`src/hw/rtl/assert_macros.svh`:
```
// Assertion macros for the RTL that checks itself.
// Needs clk_i and rst_ni in the scope of each use.
`ifndef ASSERT_MACROS_SVH
`define ASSERT_MACROS_SVH

// Hold expr at every clock edge outside reset.
`define ASSERT_ALWAYS(lbl, expr) \
  lbl: assert property (@(posedge clk_i) disable iff (!rst_ni) (expr)) \
    else $error("assertion failed: always");

// Hold cons whenever ante is true.
`define ASSERT_IMPLIES(lbl, ante, cons) \
  lbl: assert property (@(posedge clk_i) disable iff (!rst_ni) (ante) |-> (cons)) \
    else $error("assertion failed: implication");

`endif

```
`src/hw/rtl/tccs_pkg.sv`:
```
// Package for the text console: item kinds, controller states, command and status structs, constants.
// Shared by tccs_ctrl, tccs_dp and text_console_cursor_scroll; no dependencies.
package tccs_pkg;

  localparam int unsigned CHAR_W     = 7;
  localparam int unsigned CODE_W     = 8;
  localparam int unsigned ROW_FW     = 5;
  localparam int unsigned COL_FW     = 7;
  localparam int unsigned IN_DATA_W  = 24;
  localparam int unsigned OUT_DATA_W = 24;

  localparam logic [CHAR_W-1:0] SPACE_CHAR = 7'd32;
  localparam logic [CODE_W-1:0] PRINT_LO   = 8'd32;
  localparam logic [CODE_W-1:0] PRINT_HI   = 8'd126;
  localparam logic [CODE_W-1:0] BS_CODE    = 8'd8;
  localparam logic [CODE_W-1:0] LF_CODE    = 8'd10;
  localparam logic [CODE_W-1:0] DEL_CODE   = 8'd127;

  localparam logic OP_PUT  = 1'b0;
  localparam logic OP_READ = 1'b1;

  typedef enum logic [2:0] {
    KIND_NOP,
    KIND_READ,
    KIND_PRINT,
    KIND_ERASE,
    KIND_LF
  } kind_e;

  typedef enum logic [2:0] {
    ST_CLEAR,
    ST_IDLE,
    ST_EXEC,
    ST_BLANK,
    ST_ADV,
    ST_SBLANK,
    ST_DONE
  } state_e;

  typedef struct packed {
    logic clr_we;
    logic load;
    logic wr_en;
    logic wr_space;
    logic wr_bottom;
    logic walk_inc;
    logic cur_inc;
    logic cur_dec;
    logic newline;
    logic rd_en;
    logic out_load;
  } cmd_t;

  typedef struct packed {
    logic  clr_last;
    kind_e kind;
    logic  col_zero;
    logic  col_last;
    logic  walk_last;
    logic  row_last;
    logic  out_busy;
  } status_t;

endpackage

```
`src/hw/rtl/tccs_ctrl.sv`:
```
// Controller of the text console: sequences clear, read, put, blank and scroll.
// Depends on tccs_pkg; drives tccs_dp through cmd_t and watches status_t.
module tccs_ctrl (
  input  logic              clk_i,
  input  logic              rst_ni,
  input  logic              in_valid_i,
  output logic              in_ready_o,
  input  tccs_pkg::status_t status_i,
  output tccs_pkg::cmd_t    cmd_o
);

  tccs_pkg::state_e state_q, state_d;

  always_ff @(posedge clk_i or negedge rst_ni) begin
    if (!rst_ni) begin
      state_q <= tccs_pkg::ST_CLEAR;
    end else begin
      state_q <= state_d;
    end
  end

  always_comb begin
    state_d = state_q;
    unique case (state_q)
      tccs_pkg::ST_CLEAR: begin
        if (status_i.clr_last) state_d = tccs_pkg::ST_IDLE;
      end
      tccs_pkg::ST_IDLE: begin
        if (in_valid_i) state_d = tccs_pkg::ST_EXEC;
      end
      tccs_pkg::ST_EXEC: begin
        unique case (status_i.kind)
          tccs_pkg::KIND_PRINT: state_d = tccs_pkg::ST_ADV;
          tccs_pkg::KIND_LF:    state_d = tccs_pkg::ST_BLANK;
          default:              state_d = tccs_pkg::ST_DONE;
        endcase
      end
      tccs_pkg::ST_BLANK: begin
        if (status_i.walk_last) state_d = tccs_pkg::ST_ADV;
      end
      tccs_pkg::ST_ADV: begin
        if ((status_i.kind == tccs_pkg::KIND_LF || status_i.col_last) && status_i.row_last) begin
          state_d = tccs_pkg::ST_SBLANK;
        end else begin
          state_d = tccs_pkg::ST_DONE;
        end
      end
      tccs_pkg::ST_SBLANK: begin
        if (status_i.walk_last) state_d = tccs_pkg::ST_DONE;
      end
      tccs_pkg::ST_DONE: begin
        if (!status_i.out_busy) state_d = tccs_pkg::ST_IDLE;
      end
      default: state_d = tccs_pkg::ST_CLEAR;
    endcase
  end

  always_comb begin
    cmd_o      = '0;
    in_ready_o = 1'b0;
    unique case (state_q)
      tccs_pkg::ST_CLEAR: cmd_o.clr_we = 1'b1;
      tccs_pkg::ST_IDLE: begin
        in_ready_o = 1'b1;
        cmd_o.load = in_valid_i;
      end
      tccs_pkg::ST_EXEC: begin
        unique case (status_i.kind)
          tccs_pkg::KIND_READ:  cmd_o.rd_en = 1'b1;
          tccs_pkg::KIND_PRINT: cmd_o.wr_en = 1'b1;
          tccs_pkg::KIND_ERASE: begin
            cmd_o.wr_en    = !status_i.col_zero;
            cmd_o.wr_space = 1'b1;
            cmd_o.cur_dec  = !status_i.col_zero;
          end
          default: ;
        endcase
      end
      tccs_pkg::ST_BLANK: begin
        cmd_o.wr_en    = 1'b1;
        cmd_o.wr_space = 1'b1;
        cmd_o.walk_inc = !status_i.walk_last;
      end
      tccs_pkg::ST_ADV: begin
        if (status_i.kind == tccs_pkg::KIND_LF || status_i.col_last) begin
          cmd_o.newline = 1'b1;
        end else begin
          cmd_o.cur_inc = 1'b1;
        end
      end
      tccs_pkg::ST_SBLANK: begin
        cmd_o.wr_en     = 1'b1;
        cmd_o.wr_space  = 1'b1;
        cmd_o.wr_bottom = 1'b1;
        cmd_o.walk_inc  = !status_i.walk_last;
      end
      tccs_pkg::ST_DONE: cmd_o.out_load = !status_i.out_busy;
      default: ;
    endcase
  end

endmodule

```
`config.mk`:
```
export PLATFORM = sky130hd
export DESIGN_NAME = tccs_ctrl
export DESIGN_NICKNAME = d
export VERILOG_FILES = /design/src/hw/rtl/assert_macros.svh /design/src/hw/rtl/tccs_pkg.sv /design/src/hw/rtl/tccs_ctrl.sv
export SDC_FILE = /design/constraint.sdc
export NUM_CORES = 1
export LEC_CHECK = 0
export ABC_CLOCK_PERIOD_IN_PS = 2000
export BUFFER_PORTS_ARGS = -buffer_cell sky130_fd_sc_hd__buf_2
export CAP_MARGIN = 30
export CORE_AREA = 2 2 39 41
export DETAILED_ROUTE_END_ITERATION = 8
export DIE_AREA = 0 0 41 43
export HOLD_SLACK_MARGIN = 0.05
export PLACE_DENSITY = 0.52
export SYNTH_ARGS = -nofsm -noshare
export SYNTH_HDL_FRONTEND = slang
export SYNTH_SLANG_ARGS = --single-unit
```
`constraint.sdc`:
```
create_clock -name clk_i -period 2 [get_ports clk_i]
set_clock_uncertainty 0.05 [all_clocks]
set_input_delay 0.3 -clock clk_i [delete_from_list [all_inputs] [get_ports clk_i]]
set_output_delay 0.3 -clock clk_i [all_outputs]
set_load 0.01 [all_outputs]
```
# Word level (Yosys, flattened, before mapping)
# Cells that the tools add are included.
# totals
register_bits,3
word_cells,49
# op_classes
eq_ne,15
n_mux,25
n_reduce_logical,8
# ops
op,count
$pmux 3 s7,1
$mux 1,15
$mux 3,5
$eq 3x2->1 const B,4
$eq 3x3->1 const B,4
$ne 2x2->1 const B,5
$eq 3x1->1 const B,2
$pmux 3 s2,1
$reduce_and 5->1,1
$pmux 2 s2,1
$logic_not 1->1,3
$logic_not 3->1,1
$mux 2,1
$pmux 1 s2,1
$reduce_or 2->1,1
$logic_and 1x1->1,1
$logic_or 1x1->1,1

# Longest topological paths before layout
# Gate-level depths: netlist of the first run.
# depth
word_depth,5
ltp_mapped,5
ltp_nobuf,4

# Worst setup path after synthesis of the first run
# Ideal clock, no wire load.
# synth_path
path_kind,reg2out
start,reg state_q[2]
end,out cmd_o[9] in the netlist's numbering
arrival_ps,1165
required_time_ps,1650
path_slack_ps,485
path_stages_with_launch,5
path_cell_list,dfrtp_1 > buf_2 > or2_1 > nor2_1 > and2_1
# synth_lines
item,line,rtl
from (decl),tccs_ctrl.sv:12,"tccs_pkg::state_e state_q, state_d;"
from (signal assigned),tccs_ctrl.sv:16,state_q <= tccs_pkg::ST_CLEAR;
from (signal assigned),tccs_ctrl.sv:18,state_q <= state_d;
to (decl),tccs_ctrl.sv:9,output tccs_pkg::cmd_t cmd_o

==> results.ini, run 1 <==
[global_routing]
grt_remaining_overflow = 0
grt_util_all_layers_pct = 13.6
grt_max_degree = 17
grt_pass1_wl_um = 1630
antenna_found_initial = 0
first_global_vias = 411

[sta]
drv_slew = 0
setup_viol = 0
period_minus_slack_ps = 1800
rsz0062_at_grt = no
fin_crit_sh_pct = 89.9
hold_viol_final = 0
tns_ps = 0
tightest_slew_ps = 482
fin_ws_ps = 203
fmax_mhz = 556
slew_headroom_pct = 67.9

[placed_design]
numPortBuffers = 23
place.gp.congestion = 0.768
pre_cts_slack_ps = 380
hpwl_um = 736

[finish]
diodes = 0
areaGrowthSynthToFinish_pct = 44.2
largest_reg_flops = 3
fillers = 157
multi_input_area_um2 = 269
seq_area_um2 = 75.1
nNetsFinal = 90
top_regs = state_q x3
largest_register = state_q
drive_gt1_share_pct = 39.0

[worst_setup_path]
cp-end-kind = output port
worst_setup_path_start_kind = flop
worstPathRequired_ps = 1650
crit_fanout = 11
worstPathArrival_ps = 1450
crit_type = flop to output port

[pwr]
power.density_nw_per_um2 = 1380
max-vdd-ir-drop_mv = 0.441
leakagePower_nw = 0.269

[clock_network]
clk_pin_slew_ps = 40
cts_num_sinks = 3
tritoncts = yes
cts_resized = 0
numCtsBuffers = 3
clk_path_buf_depth = 2
htreeDepth = 1
clock_latency_ps = 230
cts-root-buf = clkbuf_4

[yosys]
yosys_warnings = 0
synthFlopType = dfrtp_1
yosysSeqAreaShare_pct = 20.4
synth_top_cell_by_area = dfrtp_1
ys_ff_latch = 3
synth_common_cells = nor2_1 (7), inv_1 (4), nand2_1 (4)
synth_edf_count = 0
synth.distinct_cells = 28
syn_area_per_cell_um2 = 7.21
syn-cell-area_um2 = 368
postSynthCellCount = 51
netlist_top_cells_area = dfrtp_1 (20%), nor2_1 (7.1%), nand2b_1 (5.1%), nor3b_4 (5.1%), o21ai_2 (4.8%)
synth.net_count = 63
synth_top_area_share_pct = 20.4
synth.most_common_cell = nor2_1
async_reset_ff_share_pct = 100

[worst_hold_path]
worstHoldPathType = primary input to asynchronous set/reset pin

[flow_run]
drv_cap = 0

[status]
run_status = completed

[route]
wire_per_inst_um = 10.8
postRouteAntennaNets = 0
vias_per_cell = 4.88
drt_iter0_drc = 2
vias = 454
first_pass_iters = 4
routed_wl_um = 1000
drc = 0

[floorplanning]
fp.dieH_um = 43
ios = 24
die_area_um2 = 1760
initial_core_util_pct = 26.6
rows = 14
core_um2 = 1380
die_x_um = 41

report_power, final:
part | leakage (nW) | internal (mW) | switching (mW)
registers | 0.0365 | 0.0930 | 0.0905
clock network | 0.0150 | 0.0747 | 0.0312
logic | 0.217 | 0.204 | 0.237
cell families after synthesis:
group	count (synthesis)	synth area share, %
DFF	3	20.4
xor gates and xnor gates	1	2.38
and+or+nand+nor	26	40.8
muxes	1	3.06
AOI/OAI and AO/OA	14	26.9
buffers and inverters	6	6.46
layout by cell type (no fill, tap or decap):
cell	n
clkbuf_1	1
o31ai_1	1
o21ai_0	2
nand3_1	1
o221ai_2	1
nor3b_4	1
nand4b_1	1
buf_2	23
nor2b_1	1
clkbuf_4	3
a31oi_1	1
a21oi_1	2
o21ai_1	3
or2_1	1
and2_1	1
o21a_1	1
nor3_1	3
nand2_1	4
nand2b_1	3
nor2_1	7
a311o_1	1
nor4bb_1	1
dfrtp_1	3
nand3b_1	1
nor4_1	1
mux2_1	1
o21ai_2	2
inv_1	4
dlygate4sd3_1	1
xnor2_1	1
layer usage:
metal	track usage, %	wire length, um
met3	3.14	63
met4	10.0	0
met2	18.1	491
met5	0	0
met1	18.2	445
what timing repair did:
| action | CTS | global route |
|---|---|---|
| hold endpoints to repair | 3 | 0 |
| setup buffers | 0 | 0 |
| hold buffers | 1 | 0 |
| setup endpoints to repair | 0 | 0 |
layout make-up:
class                   count  area share, %
multi-input cells          42           50.7
clock buffers               4           4.95
well taps                  16           3.77
repair buffers             24           23.6
inverters                   4           2.83
flip-flops and latches      3           14.2
worst paths after layout:
path	slack, ps	from	cells past startpoint	endpoint
worst max-delay path	200	state_q[2]$_DFFE_PN0P_	4	cmd_o[1]
worst min-delay path	340	rst_ni	2	state_q[2]$_DFFE_PN0P_
worst max register to register	380	state_q[0]$_DFFE_PN0P_	4	state_q[1]$_DFFE_PN0P_
worst min register to register	570	state_q[1]$_DFFE_PN0P_	1	state_q[1]$_DFFE_PN0P_
max in group asynchronous	1450	rst_ni	2	state_q[1]$_DFFE_PN0P_
min in group clk_i	430	status_i[0]	4	state_q[2]$_DFFE_PN0P_
stage by stage:
step	std cells	instance area, um^2	hold WS, ps	power [mW]	utilization (%)
detailed placement	88	494	45.5	0.620	35.7
floorplan	51	368	-45.6	0.488	-
finish	93	531	337	0.730	38.3
global route	93	531	342	0.805	38.3
global placement	88	494	46.5	0.623	35.7
CTS	93	531	327	0.734	38.3
critical path, stage by stage (launching register included):
cell and delay, ps:
dfrtp_1 480, nand2b_1 250, nand3b_1 200, nor3_1 130
buf_2 150
Power figures use the tool's default switching activity.
==> run 2, diff against run 1 <==
--- a/config.mk
+++ b/config.mk
@@ -9,10 +9,12 @@
 export BUFFER_PORTS_ARGS = -buffer_cell sky130_fd_sc_hd__buf_2
 export CAP_MARGIN = 30
 export CORE_AREA = 2 2 39 41
+export CTS_BUF_LIST = sky130_fd_sc_hd__clkbuf_8
 export DETAILED_ROUTE_END_ITERATION = 8
 export DIE_AREA = 0 0 41 43
 export HOLD_SLACK_MARGIN = 0.05
 export PLACE_DENSITY = 0.52
+export SLEW_MARGIN = 20
 export SYNTH_ARGS = -nofsm -noshare
 export SYNTH_HDL_FRONTEND = slang
 export SYNTH_SLANG_ARGS = --single-unit
==> run 2 against run 1 <==
  * Via count decreased by 1.8%
  * Fmax grew 1.5%
  * Non-clock buffer count is the same
  * Sequential power hardly changed
  * Utilization increased by 1.4 points
  * Critical path depth unchanged
  * Total power increased by 8.5%
  * Register-to-register slack worse by 20 ps
  * Die area unchanged
  * Sequential share of layout area shrank 0.48 points
  * Critical endpoint unchanged
  * Largest cell class unchanged
==> results.ini, run 2 (same netlist as run 1, synthesis figures left out) <==
[finish]
largest_reg_flops = 3  ; unchanged
areaGrowthSynthToFinish_pct = 49.3  ; was 44.2%
nNetsFinal = 90  ; unchanged
diodes = 0  ; unchanged
top_regs = state_q x3  ; unchanged
layout_commonest_cell = buf_2  ; unchanged
final_area_um2 = 549  ; was 531 um^2
final_cell_mix = buf_2 (23), nor2_1 (7), inv_1 (5)  ; was buf_2 (23), nor2_1 (7), inv_1 (4), nand2_1 (4)
drive_gt1_share_pct = 39.0  ; unchanged
largest_register = state_q  ; unchanged

[placed_design]
place.gp.congestion = 0.768  ; unchanged
hpwl_um = 736  ; unchanged
place_area_um2 = 494  ; unchanged
numPortBuffers = 23  ; unchanged

[status]
run_status = completed  ; unchanged

[worst_setup_path]
worst-r2r-cell-count = 4  ; unchanged
crit_type = flop to output port  ; unchanged
cp-end-kind = output port  ; unchanged
cp.depth = 4  ; unchanged
worstPathCellList = nand2b_1 > nand3b_1 > nor3_1 > buf_2  ; unchanged
critPathSlowestCell = dfrtp_1  ; unchanged
worst_setup_path_start_kind = flop  ; unchanged
worstReg2RegEnd = state_q[1]$_DFFE_PN0P_  ; unchanged
endpoint = cmd_o[1]  ; unchanged
worstPathRequired_ps = 1650  ; about the same
worstPathArrival_ps = 1420  ; was 1450 ps
startpoint = state_q[2]$_DFFE_PN0P_  ; unchanged
r2r_setup_slack_ps = 360  ; was 380 ps
crit_fanout = 11  ; unchanged
cp_slowest_stage_delay_ps = 480  ; about the same
path_delay_family = simple AND/OR/NAND/NOR gates  ; unchanged
crit_buf_inv = 1  ; unchanged
r2r_start = state_q[0]$_DFFE_PN0P_  ; unchanged

[worst_hold_path]
worstHoldPathType = primary input to asynchronous set/reset pin  ; unchanged

[clock_network]
cts_num_sinks = 3  ; unchanged
htreeDepth = 1  ; unchanged
numCtsBuffers = 3  ; unchanged
clock_latency_ps = 220  ; was 230 ps
clk_path_buf_depth = 2  ; unchanged
cts-root-buf = clkbuf_8  ; was clkbuf_4
tritoncts = yes  ; unchanged
cts_resized = 0  ; unchanged
clk_pin_slew_ps = 30  ; was 40 ps

[global_routing]
grt_remaining_overflow = 0  ; unchanged
grt_pass1_wl_um = 1600  ; was 1630 um
antenna_found_initial = 0  ; unchanged
grt_max_degree = 17  ; unchanged
grt_util_all_layers_pct = 13.6  ; unchanged
first_global_vias = 405  ; was 411

[route]
wire_per_inst_um = 10.6  ; was 10.8 um
vias_per_cell = 4.80  ; was 4.88
first_pass_iters = 2  ; was 4
postRouteAntennaNets = 0  ; unchanged
vias = 446  ; was 454
drt_iter0_drc = 4  ; was 2
drc = 0  ; unchanged
routed_wl_um = 983  ; was 1000 um

[pwr]
leakagePower_nw = 0.280  ; was 0.269 nW
power.density_nw_per_um2 = 1440  ; was 1380 nW/um^2
max-vdd-ir-drop_mv = 0.536  ; was 0.441 mV

[sta]
tns_ps = 0  ; unchanged
tightest_slew_ps = 499  ; was 482 ps
hold_viol_final = 0  ; unchanged
slew_headroom_pct = 66.7  ; was 67.9%
holdWs_ps = 351  ; was 337 ps
period_minus_slack_ps = 1770  ; was 1800 ps
fmax_mhz = 565  ; was 556 MHz
rsz0062_at_grt = no  ; unchanged
drv_slew = 0  ; unchanged
fin_crit_sh_pct = 88.6  ; was 89.9%
setup_viol = 0  ; unchanged

[floorplanning]
core_um2 = 1380  ; unchanged
ios = 24  ; unchanged
die_area_um2 = 1760  ; unchanged
fp.dieH_um = 43  ; unchanged
initial_core_util_pct = 26.6  ; unchanged
rows = 14  ; unchanged
die_x_um = 41  ; unchanged

[flow_run]
drv_cap = 0  ; unchanged

==> run 2: area by class of cell <==
class	count	area [um^2]
sequential	3	75.1
multi-input combinational	42	269
timing repair buffer	24	125
clock inverter	1	3.75
clock buffer	3	41.3
fill	158	835
tap	16	20.0
inverter	4	15.0
==> run 2: report_power, final <==
group          switching [mW]  internal [mW]
clock                  0.0413          0.131
combinational           0.232          0.204
sequential             0.0915         0.0931
total                   0.365          0.428
==> run 2: worst reg2reg max path: cells and delay by family (launching register included) <==
kind	cells	cell delay [ps]
multiplexers	1	390
AO/OA/AOI/OAI	3	460
flip-flops	1	640
==> run 2: worst min path at each step <==
stage	startpoint	end	slack [ps]	cells past startpoint
floorplan	rst_ni	state_q[0]$_DFFE_PN0P_	-50	0
global placement	rst_ni	state_q[1]$_DFFE_PN0P_	50	1
detailed placement	rst_ni	state_q[0]$_DFFE_PN0P_	50	1
CTS	rst_ni	state_q[2]$_DFFE_PN0P_	350	2
global route	rst_ni	state_q[2]$_DFFE_PN0P_	360	2
finish	rst_ni	state_q[2]$_DFFE_PN0P_	350	2
==> run 2: layer usage <==
metal	wire length [um]	track usage, %	part of all wire, %	up-vias
met3	66	4.71	6.7	2
met4	8	10.0	0.81	0
met2	464	17.2	47	15
li1	-	-	-	235
met1	444	18.2	45	194
met5	0	0	0	-
==> run 2: what timing repair did <==
action | in CTS | in global routing
endpoints found under the hold margin | 3 | 0
setup buffers | 0 | 0
hold buffers | 1 | 0
==> run 2: metrics by stage <==
step	utilization, %	power, mW	std cells	worst slack [ps]
2_1_floorplan	-	0.488	51	485
5_1_grt	39.7	0.872	93	111
3_3_place_gp	35.7	0.623	88	382
3_5_place_dp	35.7	0.620	88	380
6_report	39.7	0.793	93	229
4_1_cts	39.7	0.798	93	225
